===== src/hw/rtl/riqcs_pkg.sv =====
`default_nettype none

package riqcs_pkg;

  // Current word width, signed 1/16 A
  localparam int CURRENT_BITS = 16;
  localparam int STEP_BITS    = 15;
  localparam int SPEED_BITS   = 16;
  localparam int CFG_ADDR_BITS = 3;
  localparam int CFG_DATA_BITS = 16;

  // Working width for current arithmetic: two guard bits over the current word
  localparam int WIDE_BITS = CURRENT_BITS + 2;

  localparam int IN_DATA_BITS  = 40;
  localparam int OUT_DATA_BITS = 24;

  typedef enum logic [CFG_ADDR_BITS-1:0] {
    REG_NEG_CURRENT_LIMIT = 3'd0,
    REG_TO_ZERO_STEP      = 3'd1,
    REG_TO_NEGATIVE_STEP  = 3'd2,
    REG_SLEW_LIMIT        = 3'd3,
    REG_RELEASE_SPEED     = 3'd4,
    REG_FORWARD_ONLY      = 3'd5
  } cfg_reg_t;

  typedef enum logic [2:0] {
    ST_IDLE    = 3'd0,
    ST_TO_ZERO = 3'd1,
    ST_PUSH    = 3'd2,
    ST_HOLD    = 3'd3,
    ST_UNWIND  = 3'd4
  } stage_t;

  typedef struct packed {
    logic signed [CURRENT_BITS-1:0] neg_current_limit;
    logic [STEP_BITS-1:0]           to_zero_step;
    logic [STEP_BITS-1:0]           to_negative_step;
    logic [STEP_BITS-1:0]           slew_limit;
    logic [STEP_BITS-1:0]           release_speed;
    logic                           fwd_only_en;
  } cfg_t;

  typedef struct packed {
    logic signed [CURRENT_BITS-1:0] iq_ref;
    logic signed [SPEED_BITS-1:0]   speed;
    logic                           forward;
    logic                           regen_req;
  } item_t;

  typedef struct packed {
    logic [2:0]                     phase;
    logic signed [CURRENT_BITS-1:0] iq_cmd;
  } result_t;

  localparam logic signed [CURRENT_BITS-1:0] NEG_LIMIT_RST = -16'sd960;
  localparam logic [STEP_BITS-1:0] TO_ZERO_RST   = 15'd16;
  localparam logic [STEP_BITS-1:0] TO_NEG_RST    = 15'd16;
  localparam logic [STEP_BITS-1:0] SLEW_RST      = 15'd32;
  localparam logic [STEP_BITS-1:0] RELEASE_RST   = 15'd300;

endpackage

`default_nettype wire


===== src/hw/rtl/riqcs_cfg.sv =====
`default_nettype none

module riqcs_cfg
  import riqcs_pkg::*;
(
  input  wire logic                     clk,
  input  wire logic                     rst_n,
  input  wire logic                     cfg_we,
  input  wire logic [CFG_ADDR_BITS-1:0] cfg_addr,
  input  wire logic [CFG_DATA_BITS-1:0] cfg_wdata,
  output cfg_t                          cfg
);

  cfg_t cfg_r;

  always_ff @(posedge clk) begin
    if (!rst_n) begin
      cfg_r.neg_current_limit <= NEG_LIMIT_RST;
      cfg_r.to_zero_step      <= TO_ZERO_RST;
      cfg_r.to_negative_step  <= TO_NEG_RST;
      cfg_r.slew_limit        <= SLEW_RST;
      cfg_r.release_speed     <= RELEASE_RST;
      cfg_r.fwd_only_en       <= 1'b0;
    end else if (cfg_we) begin
      case (cfg_reg_t'(cfg_addr))
        REG_NEG_CURRENT_LIMIT: cfg_r.neg_current_limit <= cfg_wdata[CURRENT_BITS-1:0];
        REG_TO_ZERO_STEP:      cfg_r.to_zero_step      <= cfg_wdata[STEP_BITS-1:0];
        REG_TO_NEGATIVE_STEP:  cfg_r.to_negative_step  <= cfg_wdata[STEP_BITS-1:0];
        REG_SLEW_LIMIT:        cfg_r.slew_limit        <= cfg_wdata[STEP_BITS-1:0];
        REG_RELEASE_SPEED:     cfg_r.release_speed     <= cfg_wdata[STEP_BITS-1:0];
        REG_FORWARD_ONLY:      cfg_r.fwd_only_en       <= cfg_wdata[0];
        default: ;  // unmapped index, ignored
      endcase
    end
  end

  assign cfg = cfg_r;

endmodule

`default_nettype wire


===== src/hw/rtl/riqcs_seq.sv =====
`default_nettype none

module riqcs_seq
  import riqcs_pkg::*;
(
  input  wire logic  clk,
  input  wire logic  rst_n,
  input  wire cfg_t  cfg,
  input  wire item_t item,
  input  wire logic  step_en,
  output result_t    res
);

  logic signed [CURRENT_BITS-1:0] cur_r, cur_nxt;
  stage_t                         stage_r, stage_nxt;

  logic                        regen_on;
  logic signed [WIDE_BITS-1:0] prev_x, ncl_x, zs_x, ns_x, sl_x, ref_x;
  logic signed [WIDE_BITS-1:0] prev_abs, tz_x, push_x, cmd_x, diff_x, sum_x;
  logic                        tz_done;
  logic signed [WIDE_BITS-1:0] sat_hi, sat_lo;

  always_comb begin
    regen_on = item.regen_req & (~cfg.fwd_only_en | item.forward);

    prev_x = WIDE_BITS'(cur_r);
    ncl_x  = WIDE_BITS'(cfg.neg_current_limit);
    zs_x   = WIDE_BITS'($signed({1'b0, cfg.to_zero_step}));
    ns_x   = WIDE_BITS'($signed({1'b0, cfg.to_negative_step}));
    sl_x   = WIDE_BITS'($signed({1'b0, cfg.slew_limit}));
    ref_x  = WIDE_BITS'(item.iq_ref);

    // step toward zero; done when it would reach or pass zero
    prev_abs = (prev_x < 0) ? -prev_x : prev_x;
    tz_done  = (prev_abs <= zs_x);
    tz_x     = tz_done ? '0 : ((prev_x > 0) ? prev_x - zs_x : prev_x + zs_x);

    // lower bound wins, upper bound zero only checked when not below lower
    push_x = prev_x - ns_x;
    if (push_x < ncl_x)       push_x = ncl_x;
    else if (push_x > 0)      push_x = '0;

    stage_nxt = stage_r;
    cmd_x     = ref_x;
    if (!regen_on && stage_r != ST_UNWIND) begin
      stage_nxt = ST_IDLE;
      cmd_x     = ref_x;
    end else begin
      case (stage_r)
        ST_IDLE, ST_TO_ZERO: begin
          stage_nxt = tz_done ? ST_PUSH : ST_TO_ZERO;
          cmd_x     = tz_x;
        end
        ST_PUSH: begin
          cmd_x     = push_x;
          stage_nxt = (push_x <= ncl_x) ? ST_HOLD : ST_PUSH;
        end
        ST_HOLD: begin
          if (prev_x < ncl_x)  cmd_x = ncl_x;
          else if (prev_x > 0) cmd_x = '0;
          else                 cmd_x = prev_x;
          stage_nxt = (WIDE_BITS'(item.speed) < WIDE_BITS'($signed({1'b0, cfg.release_speed})))
                      ? ST_UNWIND : ST_HOLD;
        end
        ST_UNWIND: begin
          cmd_x     = tz_x;
          stage_nxt = tz_done ? ST_IDLE : ST_UNWIND;
        end
        default: begin
          stage_nxt = ST_IDLE;
          cmd_x     = ref_x;
        end
      endcase
    end

    // slew limit, then saturate to the current word
    diff_x = cmd_x - prev_x;
    if (diff_x > sl_x)       diff_x = sl_x;
    else if (diff_x < -sl_x) diff_x = -sl_x;
    sum_x  = prev_x + diff_x;
    sat_hi = WIDE_BITS'({1'b0, {(CURRENT_BITS-1){1'b1}}});
    sat_lo = -sat_hi - WIDE_BITS'(1);
    if (sum_x > sat_hi)      cur_nxt = sat_hi[CURRENT_BITS-1:0];
    else if (sum_x < sat_lo) cur_nxt = sat_lo[CURRENT_BITS-1:0];
    else                     cur_nxt = sum_x[CURRENT_BITS-1:0];

    res.iq_cmd = cur_nxt;
    res.phase  = stage_nxt;
  end

  always_ff @(posedge clk) begin
    if (!rst_n) begin
      cur_r   <= '0;
      stage_r <= ST_IDLE;
    end else if (step_en) begin
      cur_r   <= cur_nxt;
      stage_r <= stage_nxt;
    end
  end

endmodule

`default_nettype wire


===== src/hw/rtl/regen_iq_current_sequencer_core.sv =====
`default_nettype none

// Regenerative q-axis current sequencer.
// in_*  : one request per control tick (decel flag, direction, speed, iq_ref).
// out_* : one result per request (slew-limited iq_cmd and the stage after it).
// cfg_* : register writes, one per cycle while cfg_we is high; the user must
//         write them only while the block is idle; the block does not enforce it.
// A request lands in the input register; on the next edge at which the result
// register is free or being drained, the sequencer runs on it, updates its
// stored current and stage, and loads the result register. A request passes the
// input register, then the result register; throughput is one request per cycle
// while out_tready is high, set by the loop through the stored current and stage.
// When out_tready is low the result register holds, the input register fills,
// and in_tready drops once both are occupied; nothing is lost or repeated.
// Reset (rst_n low at a clock edge) empties both registers, sets the stored
// current to zero, the stage to idle and all config registers to defaults.
module regen_iq_current_sequencer_core
  import riqcs_pkg::*;
(
  input  wire logic                     clk,
  input  wire logic                     rst_n,
  // tdata: [0] regen_req, [1] forward, [17:2] speed, [33:18] iq_ref, rest zero
  input  wire logic [IN_DATA_BITS-1:0]  in_tdata,
  input  wire logic                     in_tvalid,
  output      logic                     in_tready,
  // tdata: [15:0] iq_cmd, [18:16] phase, rest zero
  output      logic [OUT_DATA_BITS-1:0] out_tdata,
  output      logic                     out_tvalid,
  input  wire logic                     out_tready,
  input  wire logic                     cfg_we,
  input  wire logic [CFG_ADDR_BITS-1:0] cfg_addr,
  input  wire logic [CFG_DATA_BITS-1:0] cfg_wdata
);

  cfg_t    cfg;
  item_t   item_r;
  logic    item_vld_r;
  result_t res, res_r;
  logic    res_vld_r;
  logic    step_en;

  riqcs_cfg u_cfg (
    .clk       (clk),
    .rst_n     (rst_n),
    .cfg_we    (cfg_we),
    .cfg_addr  (cfg_addr),
    .cfg_wdata (cfg_wdata),
    .cfg       (cfg)
  );

  // sequencer fires when an item waits and the result slot can take it
  assign step_en   = item_vld_r & (~res_vld_r | out_tready);
  assign in_tready = ~item_vld_r | step_en;

  riqcs_seq u_seq (
    .clk     (clk),
    .rst_n   (rst_n),
    .cfg     (cfg),
    .item    (item_r),
    .step_en (step_en),
    .res     (res)
  );

  always_ff @(posedge clk) begin
    if (!rst_n) begin
      item_vld_r <= 1'b0;
      res_vld_r  <= 1'b0;
    end else begin
      if (in_tready) item_vld_r <= in_tvalid;
      if (step_en)   res_vld_r  <= 1'b1;
      else if (out_tready) res_vld_r <= 1'b0;
    end
  end

  // payload registers, no reset needed
  always_ff @(posedge clk) begin
    if (in_tready && in_tvalid) begin
      item_r.regen_req <= in_tdata[0];
      item_r.forward   <= in_tdata[1];
      item_r.speed     <= in_tdata[SPEED_BITS+1:2];
      item_r.iq_ref    <= in_tdata[SPEED_BITS+CURRENT_BITS+1:SPEED_BITS+2];
    end
    if (step_en) res_r <= res;
  end

  assign out_tvalid = res_vld_r;
  assign out_tdata  = {{(OUT_DATA_BITS-CURRENT_BITS-3){1'b0}}, res_r.phase, res_r.iq_cmd};

endmodule

`default_nettype wire


===== config.mk =====
export PLATFORM = sky130hd
export DESIGN_NAME = regen_iq_current_sequencer_core
export DESIGN_NICKNAME = d
export VERILOG_FILES = /design/src/hw/rtl/riqcs_pkg.sv /design/src/hw/rtl/riqcs_cfg.sv /design/src/hw/rtl/riqcs_seq.sv /design/src/hw/rtl/regen_iq_current_sequencer_core.sv
export SDC_FILE = /design/constraint.sdc
export NUM_CORES = 1
export LEC_CHECK = 0
export ABC_AREA = 1
export BUFFER_PORTS_ARGS = -buffer_cell sky130_fd_sc_hd__buf_4
export CAP_MARGIN = 30
export CORE_UTILIZATION = 35
export DETAILED_ROUTE_END_ITERATION = 16
export SETUP_SLACK_MARGIN = 0.05
export SLEW_MARGIN = 20
export SYNTH_ARGS = -nofsm -noshare
export SYNTH_HDL_FRONTEND = slang
export SYNTH_SLANG_ARGS = --single-unit

===== constraint.sdc =====
create_clock -name clk -period 12.8 [get_ports clk]
set_input_delay 1.28 -clock clk [delete_from_list [all_inputs] [get_ports clk]]
set_output_delay 1.28 -clock clk [all_outputs]
set_load 0.02 [all_outputs]

==> results by stage <==
STA:
- The number of hold violations in the final report is 0.
- The maximum frequency from static timing analysis is roughly 85 MHz.
- Setup slack on the critical path of the routed design comes to a little over 1 ns.
- The number of pins with negative max-slew slack in the final report is 0.
- The number of endpoints failing setup at the final stage is 0.
- Adding up every negative setup slack in the final design gives 0 ns.
- The final critical path time including I/O delays and setup is roughly 12 ns.
- For the pin with the worst max-slew slack, the measured transition is 0.843 ns.
- In the finished design, the share of the clock period the worst path needs comes to 92.0%.
- Setup repair after global routing left no endpoint under its margin.
- The normalized max-slew margin is approximately 44%.
- Across the routed clock network, the largest skew measured is just over 0.009 ns.

Critical path:
- The largest single stage delay on the critical path is 0.62 ns.
- The kind of critical path is register to register.
- The most numerous cell type found on the critical path is sky130_fd_sc_hd__nand2_1.
- The beginning of the critical path is u_seq.cur_r[0].
- Measured in cells, the most critical reg-to-reg path has a length of 54.
- For the worst setup path, the data arrival time is about 12 ns.
- Along the worst path, the maximum fanout reaches 31.
- The worst setup path is launched from a register.
- Across all register-to-register paths, the minimum setup slack is 1.03 ns.
- The kind of capture point of the worst setup path is a register.
- The data required time at the worst endpoint is between 10 and 15 ns.
- The last element of the critical path is out_tdata[6].
- The cell with the largest stage delay on the worst path is sky130_fd_sc_hd__o311ai_0.
- The startpoint identified for the worst register-to-register timing path is u_seq.cur_r[0].
- In this run the critical register-to-register path is captured at out_tdata[6].

CTS:
- The tree is rooted in a sky130_fd_sc_hd__clkbuf_16.
- Buffers inserted during clock tree synthesis total 17.
- Clock-pin slew was measured on the worst setup and hold paths at ~0.070 ns.
- At the later pin of the worst-skew pair, clock insertion delay measures between 0.4 and 0.5 ns.
- The setup fix buffers added after clock tree synthesis is 0.
- The number of buffers between clock root and the deepest sink is 2.
- The number of gates resized after CTS was 0.
- The number of buffers inserted for hold repair after clock tree synthesis is 0.
- The clock net sink count is around 150.
- The number of H-tree branching levels is 4.
- The clock tree from TritonCTS is yes.

Floorplanning:
- The number of placed I/O pins is 90.
- The core region is 37,600 µm².
- The floorplan step set the die width to 197 µm.
- The overall die area is between 30,000 and 40,000 µm².
- The initialized floorplan defines 71 standard-cell rows.
- The initial utilization of the core area, before any placement, comes to a little over a third.
- The vertical extent of the die is between 150 and 200 µm.

Yosys:
- By count the netlist is led by sky130_fd_sc_hd__nand2_1, sky130_fd_sc_hd__inv_1, sky130_fd_sc_hd__a21oi_1.
- The count of mapped cells out of synthesis is roughly 1,900.
- The number of flip-flops and latches in the synthesized netlist is ~150.
- The biggest area contributor in the post-synthesis netlist is sky130_fd_sc_hd__ha_1.
- The share of synthesized registers carrying an async set or reset is 0%.
- The most instantiated library cell after synthesis is sky130_fd_sc_hd__nand2_1.
- Of the synthesized area, sequential elements account for a little over a quarter.
- The mean cell area of the mapped netlist is between 7 and 8 µm².
- The count of cell types in the netlist is 55.
- After synthesis, the largest area contributor takes up around 16% of total cell area.
- The area of the mapped netlist is between 10,000 and 15,000 µm².
- The primary flip-flop cell chosen by synthesis mapping is sky130_fd_sc_hd__dfxtp_1.
- In the post-synthesis netlist, the biggest area contributors are sky130_fd_sc_hd__ha_1, sky130_fd_sc_hd__dfxtp_1, sky130_fd_sc_hd__edfxtp_1.
- Yosys printed 0 warnings.
- The count of flip-flops with a built-in enable after synthesis is 53.

Routing:
- For this run, the detailed router's first-pass iteration total came to 5.
- The number of remaining DRC errors is 0.
- The post-detailed-route count of antenna-violating nets is 0.
- The final layout contains routed wiring with a total length of about 42,000 µm.
- The detailed router's first-iteration violation count is just under 1,000.
- After detailed routing, the number of vias per cell comes to 5.15.
- The count of vias placed by the detailed router is around 13,000.
- After detailed routing, the average wire length per cell comes to 17.2 µm.

Global routing:
- The via count of the first global-routing pass came to roughly 12,000.
- Global routing finished with a remaining overflow of 0.
- For this run, the total global-route usage over all layers was measured as around 22%.
- The maximum number of pins on one net before global-route repair is 79.
- The number of antenna violations at the first check in global routing is 1.
- The first global-routing pass estimated roughly 66,000 µm of wire.

Placement:
- The final weighted congestion in routability-driven placement is between 0.9 and 1.
- At the placement stage, the worst setup path has a slack of ~1.3 ns.
- The half-perimeter wire length of the detailed placement result is 33,400 µm.
- Input and output buffers added on the ports amount to 78.

Hold path:
- The worst hold path passes through 2 cells.
- The worst hold path belongs to the class register to register.

Run:
- The count of max-cap constraint violations is 0.

Finish:
- Of the cells placed in the final design, the portion with a size suffix greater than 1 is 10.2%.
- The post-synthesis to final-layout area growth is 13.0%.
- The number of antenna cells inserted is 0.
- The net count reported at finish is approximately 2,200.

Run status:
- The flow ran to the end, and the final reports show no timing, DRC or antenna violations.
-- per-stage QoR --
step | util (%) | hold slack, ns | instance area [µm²] | cells
global route | 40.1 | 0.474 | 15100 | 2465
CTS | 40.0 | 0.456 | 15000 | 2463
finish | 40.1 | 0.456 | 15100 | 2465
global placement | 38.4 | 0.442 | 14400 | 2429
detailed placement | 38.5 | 0.447 | 14500 | 2431
floorplan | - | 0.424 | 13400 | 1879
-- cells by family (layout without fill, tap and decap cells) --
| family | after synthesis | count (layout) | synth area share (%) |
|---|---|---|---|
| other | 1 | 5 | 0.0281 |
| and+or+nand+nor | 630 | 630 | 20.7 |
| DFF | 151 | 151 | 26.6 |
| AOI/OAI and AO/OA | 492 | 492 | 20.4 |
| adders and majority gates | 178 | 178 | 16.9 |
| xor gates and xnor gates | 79 | 79 | 5.30 |
| buffers and inverters | 344 | 419 | 10.1 |
-- layer usage --
metal	track usage (%)	wire length (µm)	vias to the layer above
li1	-	-	6441
met1	30.9	20300	5870
met2	35.9	18900	339
met3	3.04	2230	57
met4	6.83	996	0
met5	0	0	-
-- cell type report --
class                           instances  area [µm²]
Tap cell                              511         639
Fill cell                            3903       22500
Inverter                              289        1090
Timing Repair inverter                  1        7.51
Clock buffer                           18         450
Multi-Input combinational cell       1384        8460
Sequential cell                       151        3550
Clock inverter                         14         129
Timing Repair Buffer                   97         746
-- worst max-delay path, delay by kind of cell, from the launching register on --
family,cells,cell delay (ns)
AOI/OAI and AO/OA,12,3.42
xor gates and xnor gates,1,0.17
adders and majority gates,6,2.09
buffers and inverters,7,1.54
DFF,1,0.34
and+or+nand+nor,28,3.90
-- worst min-delay path by stage --
stage,from,to,slack (ns)
finish,u_cfg.cfg[1],u_cfg.cfg[1],0.46
global route,u_cfg.cfg[1],u_cfg.cfg[1],0.47
CTS,u_cfg.cfg[1],u_cfg.cfg[1],0.46
detailed placement,u_cfg.cfg[1],u_cfg.cfg[1],0.45
global placement,u_cfg.cfg[1],u_cfg.cfg[1],0.44
floorplan,u_cfg.cfg[1],u_cfg.cfg[1],0.42
-- registers in the layout, summed over array words and instances, names as in the netlist --
signal / flops
u_cfg.cfg: 77
item_r: 34
out_tdata: 19
u_seq.cur_r: 16
u_seq.stage_r: 3
item_vld_r: 1
out_tvalid: 1
-- placed cells by master (no fill, tap or decap), drive strengths merged, types with 4 or more instances in the layout --
cell | Yosys | routed
nand2 | 353 | 353
inv | 284 | 290
a21oi | 233 | 233
ha | 174 | 174
o21ai | 172 | 172
nor2 | 123 | 123
dfxtp | 98 | 98
buf | 18 | 97
nand3 | 95 | 95
xor2 | 62 | 62
edfxtp | 53 | 53
o211ai | 32 | 32
nor3 | 30 | 30
nand4 | 21 | 21
clkbuf | 37 | 18
xnor2 | 17 | 17
clkinv | 5 | 11
a31oi | 9 | 9
o31ai | 8 | 8
a21o | 6 | 6
a211oi | 5 | 5
o22ai | 5 | 5
conb | 1 | 5
o21bai | 4 | 4
fa | 4 | 4
a21boi | 4 | 4
Power is not shown: default switching activity piles up to over one toggle a cycle in this logic, so the estimate is an artifact.
